`src/hdl/lsm_pkg.sv`:
```
// ----------------------------------------------------------------------------
// lsm_pkg: shared types and constants of the literal substring matcher
// Item structs, configuration register codes and byte helpers used by the
// configuration registers, the window compare and the top level.
// ----------------------------------------------------------------------------
`default_nettype none

package lsm_pkg;

    // Needle storage in the configuration registers, in bytes
    localparam int NEEDLE_BYTES = 16;
    localparam int CFG_DATA_W   = 64;
    localparam int LENGTH_W     = 5;
    localparam int RESULT_W     = 32;

    // ASCII letter folding
    localparam logic [7:0] ASCII_UPPER_A = 8'h41;
    localparam logic [7:0] ASCII_UPPER_Z = 8'h5A;
    localparam logic [7:0] CASE_OFFSET   = 8'd32;

    // Configuration register indexes
    typedef enum logic [1:0] {
        CFG_NEEDLE_LOW    = 2'd0,
        CFG_NEEDLE_HIGH   = 2'd1,
        CFG_NEEDLE_LENGTH = 2'd2,
        CFG_FOLD_CASE     = 2'd3
    } cfg_index_t;

    typedef struct packed {
        logic [7:0] text_byte;
        logic       buffer_end;
    } in_item_t;

    typedef struct packed {
        logic                match_hit;
        logic [RESULT_W-1:0] match_start;
        logic [RESULT_W-1:0] matches_so_far;
        logic                is_final;
    } out_item_t;

    typedef struct packed {
        logic [CFG_DATA_W-1:0] needle_low_word;
        logic [CFG_DATA_W-1:0] needle_high_word;
        logic [LENGTH_W-1:0]   needle_length;
        logic                  fold_case;
    } cfg_t;

    // Map an upper-case ASCII letter to lower case when folding is on
    function automatic logic [7:0] fold_byte(input logic [7:0] c, input logic fold_en);
        logic [7:0] r;
        r = c;
        if (fold_en && (c >= ASCII_UPPER_A) && (c <= ASCII_UPPER_Z)) begin
            r = c + CASE_OFFSET;
        end
        return r;
    endfunction

    // Pick needle byte i out of the two needle words
    function automatic logic [7:0] needle_byte(input cfg_t cfg, input logic [3:0] i);
        logic [7:0] r;
        if (i[3]) begin
            r = cfg.needle_high_word[8*i[2:0] +: 8];
        end else begin
            r = cfg.needle_low_word[8*i[2:0] +: 8];
        end
        return r;
    endfunction

endpackage

`default_nettype wire

```
`src/hdl/literal_substring_matcher.sv`:
```
// ----------------------------------------------------------------------------
// literal_substring_matcher: streaming exact substring search
// Reports every leftmost, non-overlapping occurrence of a 1 to 16 byte needle
// in a haystack that arrives one byte per item.
// ----------------------------------------------------------------------------
// The block takes one haystack byte per clock while the result side does not
// stall and returns exactly one result item for each byte. An accepted item is
// held in the input register; the window compare, position and count logic then
// fill the result register when the output side is free, and while it is free a
// new byte is taken in every cycle. The rate rests on the combinational parallel
// compare of up to 16 window bytes.
// Configure the needle words, length and fold mode only while no item is in
// flight; the new setting applies from the next byte. A byte marked buffer_end
// carries the final count and clears the window, position and count.
`default_nettype none

module literal_substring_matcher #(
    parameter int MAX_NEEDLE    = 16,
    parameter int POSITION_BITS = 32
) (
    input  wire logic                            aclk,
    input  wire logic                            aresetn,
    input  wire logic                            s_valid,
    output logic                                 s_ready,
    input  wire lsm_pkg::in_item_t               s_item,
    output logic                                 m_valid,
    input  wire logic                            m_ready,
    output lsm_pkg::out_item_t                   m_item,
    input  wire logic                            cfg_wr_en,
    input  wire lsm_pkg::cfg_index_t             cfg_index,
    input  wire logic [lsm_pkg::CFG_DATA_W-1:0]  cfg_data
);

    localparam int CAP     = (MAX_NEEDLE < lsm_pkg::NEEDLE_BYTES) ? MAX_NEEDLE
                                                                  : lsm_pkg::NEEDLE_BYTES;
    localparam int LEN_W   = $clog2(CAP + 1);
    localparam int START_W = (POSITION_BITS > lsm_pkg::RESULT_W) ? POSITION_BITS
                                                                 : lsm_pkg::RESULT_W;

    lsm_pkg::cfg_t      cfg;
    logic [LEN_W-1:0]   active_len;
    logic [LEN_W-1:0]   len_m1;
    logic               window_hit;

    logic               in_valid_reg, in_valid_next;
    lsm_pkg::in_item_t  in_item_reg;
    logic               out_valid_reg, out_valid_next;
    lsm_pkg::out_item_t out_item_reg, out_item_next;

    logic [POSITION_BITS-1:0]     pos_reg, pos_next;
    logic [LEN_W-1:0]             ovl_reg, ovl_next;
    logic [lsm_pkg::RESULT_W-1:0] total_reg, total_next, total_upd;

    logic                     advance;
    logic                     blocked;
    logic                     hit;
    logic [POSITION_BITS-1:0] start_full;
    logic [START_W-1:0]       start_ext;

    lsm_cfg_regs #(
        .CAP   (CAP),
        .LEN_W (LEN_W)
    ) u_cfg (
        .aclk       (aclk),
        .aresetn    (aresetn),
        .cfg_wr_en  (cfg_wr_en),
        .cfg_index  (cfg_index),
        .cfg_data   (cfg_data),
        .cfg        (cfg),
        .active_len (active_len)
    );

    lsm_window_match #(
        .CAP   (CAP),
        .LEN_W (LEN_W)
    ) u_window (
        .aclk       (aclk),
        .aresetn    (aresetn),
        .shift_en   (advance),
        .clear      (in_item_reg.buffer_end),
        .text_byte  (in_item_reg.text_byte),
        .cfg        (cfg),
        .active_len (active_len),
        .window_hit (window_hit)
    );

    // Handshake: move the held item on whenever the result register frees up
    assign advance = in_valid_reg && (!out_valid_reg || m_ready);
    assign s_ready = !in_valid_reg || advance;
    assign m_valid = out_valid_reg;
    assign m_item  = out_item_reg;

    always_comb begin
        in_valid_next = in_valid_reg;
        if (s_valid && s_ready) begin
            in_valid_next = 1'b1;
        end else if (advance) begin
            in_valid_next = 1'b0;
        end
        out_valid_next = out_valid_reg;
        if (advance) begin
            out_valid_next = 1'b1;
        end else if (m_ready) begin
            out_valid_next = 1'b0;
        end
    end

    // Match decision: no hit while blocked or before a full needle has arrived
    assign len_m1  = active_len - LEN_W'(1);
    assign blocked = (ovl_reg != '0);
    assign hit     = !blocked && (pos_reg >= POSITION_BITS'(len_m1)) && window_hit;

    // Stream state updates
    always_comb begin
        total_upd = total_reg;
        if (hit && (total_reg != '1)) begin
            total_upd = total_reg + lsm_pkg::RESULT_W'(1);
        end

        ovl_next = ovl_reg;
        if (blocked) begin
            ovl_next = ovl_reg - LEN_W'(1);
        end else if (hit) begin
            ovl_next = len_m1;
        end

        pos_next = pos_reg;
        if (pos_reg != '1) begin
            pos_next = pos_reg + POSITION_BITS'(1);
        end

        total_next = total_upd;
        if (in_item_reg.buffer_end) begin
            ovl_next   = '0;
            pos_next   = '0;
            total_next = '0;
        end
    end

    // Result fields
    assign start_full = hit ? (pos_reg - POSITION_BITS'(len_m1)) : '0;
    assign start_ext  = START_W'(start_full);

    always_comb begin
        out_item_next.match_hit      = hit;
        out_item_next.match_start    = start_ext[lsm_pkg::RESULT_W-1:0];
        out_item_next.matches_so_far = total_upd;
        out_item_next.is_final       = in_item_reg.buffer_end;
    end

    // Control and stream registers
    always_ff @(posedge aclk) begin
        if (!aresetn) begin
            in_valid_reg  <= 1'b0;
            out_valid_reg <= 1'b0;
            pos_reg       <= '0;
            ovl_reg       <= '0;
            total_reg     <= '0;
        end else begin
            in_valid_reg  <= in_valid_next;
            out_valid_reg <= out_valid_next;
            if (advance) begin
                pos_reg   <= pos_next;
                ovl_reg   <= ovl_next;
                total_reg <= total_next;
            end
        end
    end

    // Payload registers
    always_ff @(posedge aclk) begin
        if (s_valid && s_ready) begin
            in_item_reg <= s_item;
        end
        if (advance) begin
            out_item_reg <= out_item_next;
        end
    end

    // A blocked byte never reports a hit
    a_blocked_no_hit: assert property (@(posedge aclk) disable iff (!aresetn)
        (advance && (ovl_reg != '0)) |=> !out_item_reg.match_hit)
        else $error("hit reported inside the overlap block-out");

    // A hit that does not end the buffer arms the block-out with len-1
    a_hit_arms_block: assert property (@(posedge aclk) disable iff (!aresetn)
        (advance && hit && !in_item_reg.buffer_end) |=> (ovl_reg == $past(len_m1)))
        else $error("block-out not armed after a hit");

    // A buffer end clears the stream position and count
    a_end_clears: assert property (@(posedge aclk) disable iff (!aresetn)
        (advance && in_item_reg.buffer_end) |=> ((pos_reg == '0) && (total_reg == '0)))
        else $error("stream state not cleared at buffer end");

    // An empty result register never stalls the input side
    a_empty_ready: assert property (@(posedge aclk) disable iff (!aresetn)
        !out_valid_reg |-> s_ready)
        else $error("input stalled with result register empty");

endmodule

`default_nettype wire

```
`src/hdl/lsm_cfg_regs.sv`:
```
// ----------------------------------------------------------------------------
// lsm_cfg_regs: configuration registers of the literal substring matcher
// Holds the needle words, the needle length and the fold mode, and decodes
// the needle length into the length actually compared.
// ----------------------------------------------------------------------------
`default_nettype none

module lsm_cfg_regs #(
    parameter int CAP   = 16,
    parameter int LEN_W = 5
) (
    input  wire logic                            aclk,
    input  wire logic                            aresetn,
    input  wire logic                            cfg_wr_en,
    input  wire lsm_pkg::cfg_index_t             cfg_index,
    input  wire logic [lsm_pkg::CFG_DATA_W-1:0]  cfg_data,
    output lsm_pkg::cfg_t                        cfg,
    output logic [LEN_W-1:0]                     active_len
);

    lsm_pkg::cfg_t cfg_reg;

    // Write the addressed register
    always_ff @(posedge aclk) begin
        if (!aresetn) begin
            cfg_reg.needle_low_word  <= '0;
            cfg_reg.needle_high_word <= '0;
            cfg_reg.needle_length    <= lsm_pkg::LENGTH_W'(1);
            cfg_reg.fold_case        <= 1'b0;
        end else if (cfg_wr_en) begin
            unique case (cfg_index)
                lsm_pkg::CFG_NEEDLE_LOW:    cfg_reg.needle_low_word  <= cfg_data;
                lsm_pkg::CFG_NEEDLE_HIGH:   cfg_reg.needle_high_word <= cfg_data;
                lsm_pkg::CFG_NEEDLE_LENGTH:
                    cfg_reg.needle_length <= cfg_data[lsm_pkg::LENGTH_W-1:0];
                lsm_pkg::CFG_FOLD_CASE:     cfg_reg.fold_case <= cfg_data[0];
                default: ;
            endcase
        end
    end

    assign cfg = cfg_reg;

    // Clamp the length: zero acts as one, anything past the cap acts as the cap
    always_comb begin
        priority if (cfg_reg.needle_length == '0) begin
            active_len = LEN_W'(1);
        end else if (32'(cfg_reg.needle_length) > CAP) begin
            active_len = LEN_W'(CAP);
        end else begin
            active_len = LEN_W'(cfg_reg.needle_length);
        end
    end

endmodule

`default_nettype wire

```
`src/hdl/lsm_window_match.sv`:
```
// ----------------------------------------------------------------------------
// lsm_window_match: byte window and parallel needle compare
// Keeps the most recent haystack bytes, newest first, and compares the
// window with the incoming byte shifted in against the active needle.
// ----------------------------------------------------------------------------
`default_nettype none

module lsm_window_match #(
    parameter int CAP   = 16,
    parameter int LEN_W = 5
) (
    input  wire logic             aclk,
    input  wire logic             aresetn,
    input  wire logic             shift_en,
    input  wire logic             clear,
    input  wire logic [7:0]       text_byte,
    input  wire lsm_pkg::cfg_t    cfg,
    input  wire logic [LEN_W-1:0] active_len,
    output logic                  window_hit
);

    localparam int IDX_W = (CAP > 1) ? $clog2(CAP) : 1;

    logic [7:0]     window_reg  [CAP];
    logic [7:0]     window_next [CAP];
    logic [CAP-1:0] lane_ok;

    // Shift the incoming byte in at the newest end
    always_comb begin
        window_next[0] = text_byte;
        for (int k = 1; k < CAP; k++) begin
            window_next[k] = window_reg[k-1];
        end
    end

    // Hold the window, advance on each item, drop it at a buffer end
    always_ff @(posedge aclk) begin
        if (!aresetn) begin
            for (int k = 0; k < CAP; k++) begin
                window_reg[k] <= '0;
            end
        end else if (shift_en) begin
            for (int k = 0; k < CAP; k++) begin
                window_reg[k] <= clear ? 8'd0 : window_next[k];
            end
        end
    end

    // Compare needle byte i against the byte len-1-i places back
    always_comb begin
        logic [LEN_W-1:0] sel;
        for (int i = 0; i < CAP; i++) begin
            sel = active_len - LEN_W'(1) - LEN_W'(i);
            if (LEN_W'(i) >= active_len) begin
                lane_ok[i] = 1'b1;
            end else begin
                lane_ok[i] =
                    lsm_pkg::fold_byte(window_next[sel[IDX_W-1:0]], cfg.fold_case) ==
                    lsm_pkg::fold_byte(lsm_pkg::needle_byte(cfg, 4'(i)), cfg.fold_case);
            end
        end
    end

    assign window_hit = &lane_ok;

endmodule

`default_nettype wire

```
`config.mk`:
```
export PLATFORM = sky130hd
export DESIGN_NAME = literal_substring_matcher
export DESIGN_NICKNAME = d
export VERILOG_FILES = /design/src/hdl/lsm_pkg.sv /design/src/hdl/literal_substring_matcher.sv /design/src/hdl/lsm_cfg_regs.sv /design/src/hdl/lsm_window_match.sv
export SDC_FILE = /design/constraint.sdc
export NUM_CORES = 1
export LEC_CHECK = 0
export ABC_CLOCK_PERIOD_IN_PS = 7500
export BUFFER_PORTS_ARGS = -buffer_cell sky130_fd_sc_hd__buf_2
export CORE_MARGIN = 2
export CORE_UTILIZATION = 55
export CTS_CLUSTER_DIAMETER = 50
export CTS_CLUSTER_SIZE = 14
export DETAILED_ROUTE_END_ITERATION = 12
export PLACE_DENSITY = 0.76
export SYNTH_ARGS = -nofsm -noshare
export SYNTH_HDL_FRONTEND = slang
export SYNTH_SLANG_ARGS = --single-unit
```
`constraint.sdc`:
```
create_clock -name aclk -period 7.5 [get_ports aclk]
set_input_delay 1.5 -clock aclk [delete_from_list [all_inputs] [get_ports aclk]]
set_output_delay 1.5 -clock aclk [all_outputs]
set_load 0.05 [all_outputs]
```
==> impl_summary.log <==
[metrics] outcome: complete, no violations
[metrics] CP Class: flop to flop
[metrics] routed len/inst: 25.20 µm
[metrics] CTS root buf: sky130_fd_sc_hd__clkbuf_16
[metrics] routability-driven placement congestion ratio: 1.019
[metrics] Initial Utilization: 0.5596
[metrics] end-of-flow core utilization: 0.6188
[metrics] most used standard cells in the synthesized netlist: sky130_fd_sc_hd__nand2_1, sky130_fd_sc_hd__nor2_1, sky130_fd_sc_hd__dfxtp_1
[metrics] post-route minimum period: 7.124 ns
[metrics] Worst path most repeated cell: sky130_fd_sc_hd__buf_4
[metrics] Max Used Layer: met5
[metrics] Slew Viols, Final: 0
[metrics] sinks on the clock net: 400
[metrics] final setup vio count: 0
[metrics] total die area: 0.05437 mm²
[metrics] number of flip-flops in the largest register: 134
[metrics] Site Rows: 83
[metrics] number of buffers added by the clock tree synthesis step: 49
[metrics] achievable clock frequency: 0.1404 GHz
[metrics] crit start category: flop
[metrics] area overhead of the layout relative to synthesis: 10.58%
[metrics] Core Footprint: 0.05161 mm²
[metrics] vias in the first global route: 24980
[metrics] Setup Total Neg Slack: 0 ns
[metrics] Largest delay share family, worst path: simple AND/OR/NAND/NOR gates
[metrics] Async S/R FF share, synth: 0
[metrics] IO Pins: 148
[metrics] reg2reg path depth: 22
[metrics] proportion of netlist area held by the largest area contributor: 0.2027
[metrics] global router's overall resource usage: 0.3575
[metrics] critical path cell sequence: or4_1, nand2_8, inv_4, ha_1, xnor2_2, inv_2, buf_4, nor2_1, xnor2_2, buf_4, mux4_2, or4_1, o22ai_1, nor2_1, or3_1, a211o_1, and4b_1, o21a_1, nand3_2, buf_4, nor3_1, xnor2_1
[metrics] Synth area leaders: sky130_fd_sc_hd__edfxtp_1, sky130_fd_sc_hd__dfxtp_1, sky130_fd_sc_hd__mux4_2
[metrics] Total Power Consumption: 6.540 mW
[metrics] final-layout fill cell count: 4297
[metrics] clock latency on the worst-skew pair: 0.62 ns
[metrics] Post-Syn Nets: 3313
[metrics] number of vias per cell after detailed routing: 6.848
[metrics] total number of vias: 27010
[metrics] largest area contributor in the synthesized netlist: sky130_fd_sc_hd__edfxtp_1
[metrics] FF-to-FF Start: u_cfg.cfg[2]
[metrics] peak supply drop: 0.1604 mV
[metrics] top-count cell post-synth: sky130_fd_sc_hd__nand2_1
[metrics] global-route wire length before repair: 149.9 mm
[metrics] Syn Std Cell Area: 0.02888 mm²
[metrics] ratio of final minimum period to clock period: 0.9499
[metrics] Initial DRC Count: 3615
[metrics] depth of the worst hold-timing path: 2
[metrics] mean post-synth cell area: 9.089 µm²
[metrics] maximum fanout encountered on the critical timing path: 20
[metrics] placed wire-length estimate: 71.83 mm
[metrics] detailed-routing iteration count for the pre-antenna-repair pass: 6
[metrics] worst slew pin tran: 1.248 ns
[metrics] Cell variety after synth: 99
[metrics] pin count of the biggest net entering global routing: 110
[metrics] wl on met1: 39.88 mm
[metrics] worst setup timing slack at the placement stage: 0.2190 ns
[metrics] number of buffer cells added on primary ports: 147
[metrics] number of levels the H-tree was split into: 2
[metrics] share of synthesized area occupied by flip-flops and latches: 0.3448
[metrics] Worst path max stage delay: 0.66 ns
[metrics] initial antenna violation count: 1
[metrics] reported leakage power: 12.58 nW
[metrics] cell with the biggest individual delay on the critical path: sky130_fd_sc_hd__or4_1
[metrics] Remaining Overflow, GRT: 0
[metrics] final-stage net count: 3358
[metrics] worst-case clock skew: 0.03353 ns
[metrics] Antenna Nets Post-Route: 0
[metrics] top_reg_cell synth: sky130_fd_sc_hd__dfxtp_1
[metrics] Reg2Reg Capture Point: m_item[24]
[metrics] routed wire length: 99.40 mm
[metrics] number of buffers on the longest clock path: 3
[metrics] fraction of final layout cells sized beyond drive strength 1: 0.1633
[metrics] crit path capture type: flop
[metrics] unrepaired setup endpoints after global routing: false
[metrics] sink of the worst hold path: ovl_reg[4]
[metrics] clock tree from TritonCTS: yes
[metrics] # Max-Cap Violations: 0
[metrics] synthesis-stage register bit count: 400
[metrics] Hold Vio Cnt, Final: 0
[metrics] worst slew margin relative to its limit: 0.1678
[metrics] die height: 233.2 µm
[metrics] WP buf/inv: 5
[metrics] worst setup margin: 0.3757 ns
[metrics] power per unit of standard cell area: 204.8 mW/mm²
[metrics] met2 WL: 43.23 mm
[metrics] horizontal die dimension: 233.2 µm
[metrics] start point of the worst min-delay path: ovl_reg[4]
[metrics] CP arrival: 7.48 ns
[metrics] number of remaining DRC errors: 0
[metrics] Syn Inst Count: 3178
[metrics] worst min-delay path category: flop to flop
[metrics] number of flops mapped to enable cells by yosys: 195
[metrics] Worst R2R Setup Slack: 0.38 ns
[metrics] number of warnings reported in the yosys synthesis log: 0
[metrics] data required time of the worst path: 7.86 ns
[metrics] met3 wire len: 11.50 mm
[metrics] clock transition at the registers of the reported paths: 0.07 ns
[cell families (layout without fill, tap and decap cells)]
group | after synthesis | count (layout) | share of synthesized area
multiplexers | 277 | 277 | 0.1507
flip-flops | 400 | 400 | 0.3448
buffers and inverters | 313 | 398 | 0.04263
AO/OA/AOI/OAI | 694 | 694 | 0.1626
AND/OR/NAND/NOR | 1219 | 1219 | 0.2077
other | 0 | 1 | 0
adder cells (fa/ha/maj) | 59 | 59 | 0.02547
XOR/XNOR | 216 | 216 | 0.06602
[tightest hold or removal path: cells and delay by family, from the launching register on]
family / cells / cell delay (ns)
DFF: 1 / 0.31
and+or+nand+nor: 1 / 0.05
AOI/OAI and AO/OA: 1 / 0.05
[power breakdown]
group          internal, mW  switching (mW)  total [mW]
combinational         0.605           0.955        1.56
sequential             2.38           0.126        2.51
clock                  1.40            1.07        2.47
total                  4.39            2.15        6.54
[timing repair]
item	CTS	global route
setup endpoints to repair	0	23
setup buffers	0	2
hold buffers	0	0
resized for setup	0	1
[worst max-delay path by stage]
stage | from | end | slack (ns) | depth (start not counted)
2_1_floorplan | u_cfg.cfg[5] | total_reg[23] | 0.10 | 31
3_3_place_gp | u_cfg.cfg[2] | total_reg[23] | 0.34 | 21
5_1_grt | u_cfg.cfg[2] | m_item[24] | 0.15 | 22
6_report | u_cfg.cfg[2] | m_item[24] | 0.38 | 22
3_5_place_dp | u_cfg.cfg[2] | m_item[24] | 0.22 | 21
4_1_cts | u_cfg.cfg[2] | m_item[24] | 0.23 | 21
[layer usage]
layer / track usage / vias to the layer above
met2: 0.5371 / 1626
li1: - / 11990
met4: 0.1580 / 2
met1: 0.4931 / 13110
met3: 0.08081 / 276
met5: 0 / -
[layout make-up]
type	instances	area, µm²	area share
antenna	1	2.502	0.00007835
timing repair buffer	223	1356	0.04246
inverter	84	325.3	0.01018
clock buffer	57	1309	0.04097
multi-input combinational	2465	17750	0.5558
tap	680	850.8	0.02664
sequential	400	9966	0.3120
clock inverter	34	379.1	0.01187
[placed cells by master, fill, tap and decap left out, types with 84 or more instances in the layout]
cell / n
sky130_fd_sc_hd__buf_2: 147
sky130_fd_sc_hd__mux4_2: 123
sky130_fd_sc_hd__xor2_1: 97
sky130_fd_sc_hd__edfxtp_1: 195
sky130_fd_sc_hd__dfxtp_1: 202
sky130_fd_sc_hd__and3_1: 138
sky130_fd_sc_hd__mux2i_1: 120
sky130_fd_sc_hd__nand3_1: 84
sky130_fd_sc_hd__nand2_1: 441
sky130_fd_sc_hd__a21oi_1: 204
sky130_fd_sc_hd__nor2_1: 208
sky130_fd_sc_hd__xnor2_1: 115
[metrics by stage]
| step | cell area [µm²] | instances | hold WS, ns |
|---|---|---|---|
| after floorplan | 28890 | 3178 | 0.4273 |
| after global placement | 30210 | 3850 | 0.4434 |
| after detailed placement | 30210 | 3850 | 0.4473 |
| after CTS | 31900 | 3941 | 0.4567 |
| after global routing | 31940 | 3943 | 0.4693 |
| final | 31940 | 3944 | 0.4581 |
No activity file was read; power rests on OpenSTA's default activity.
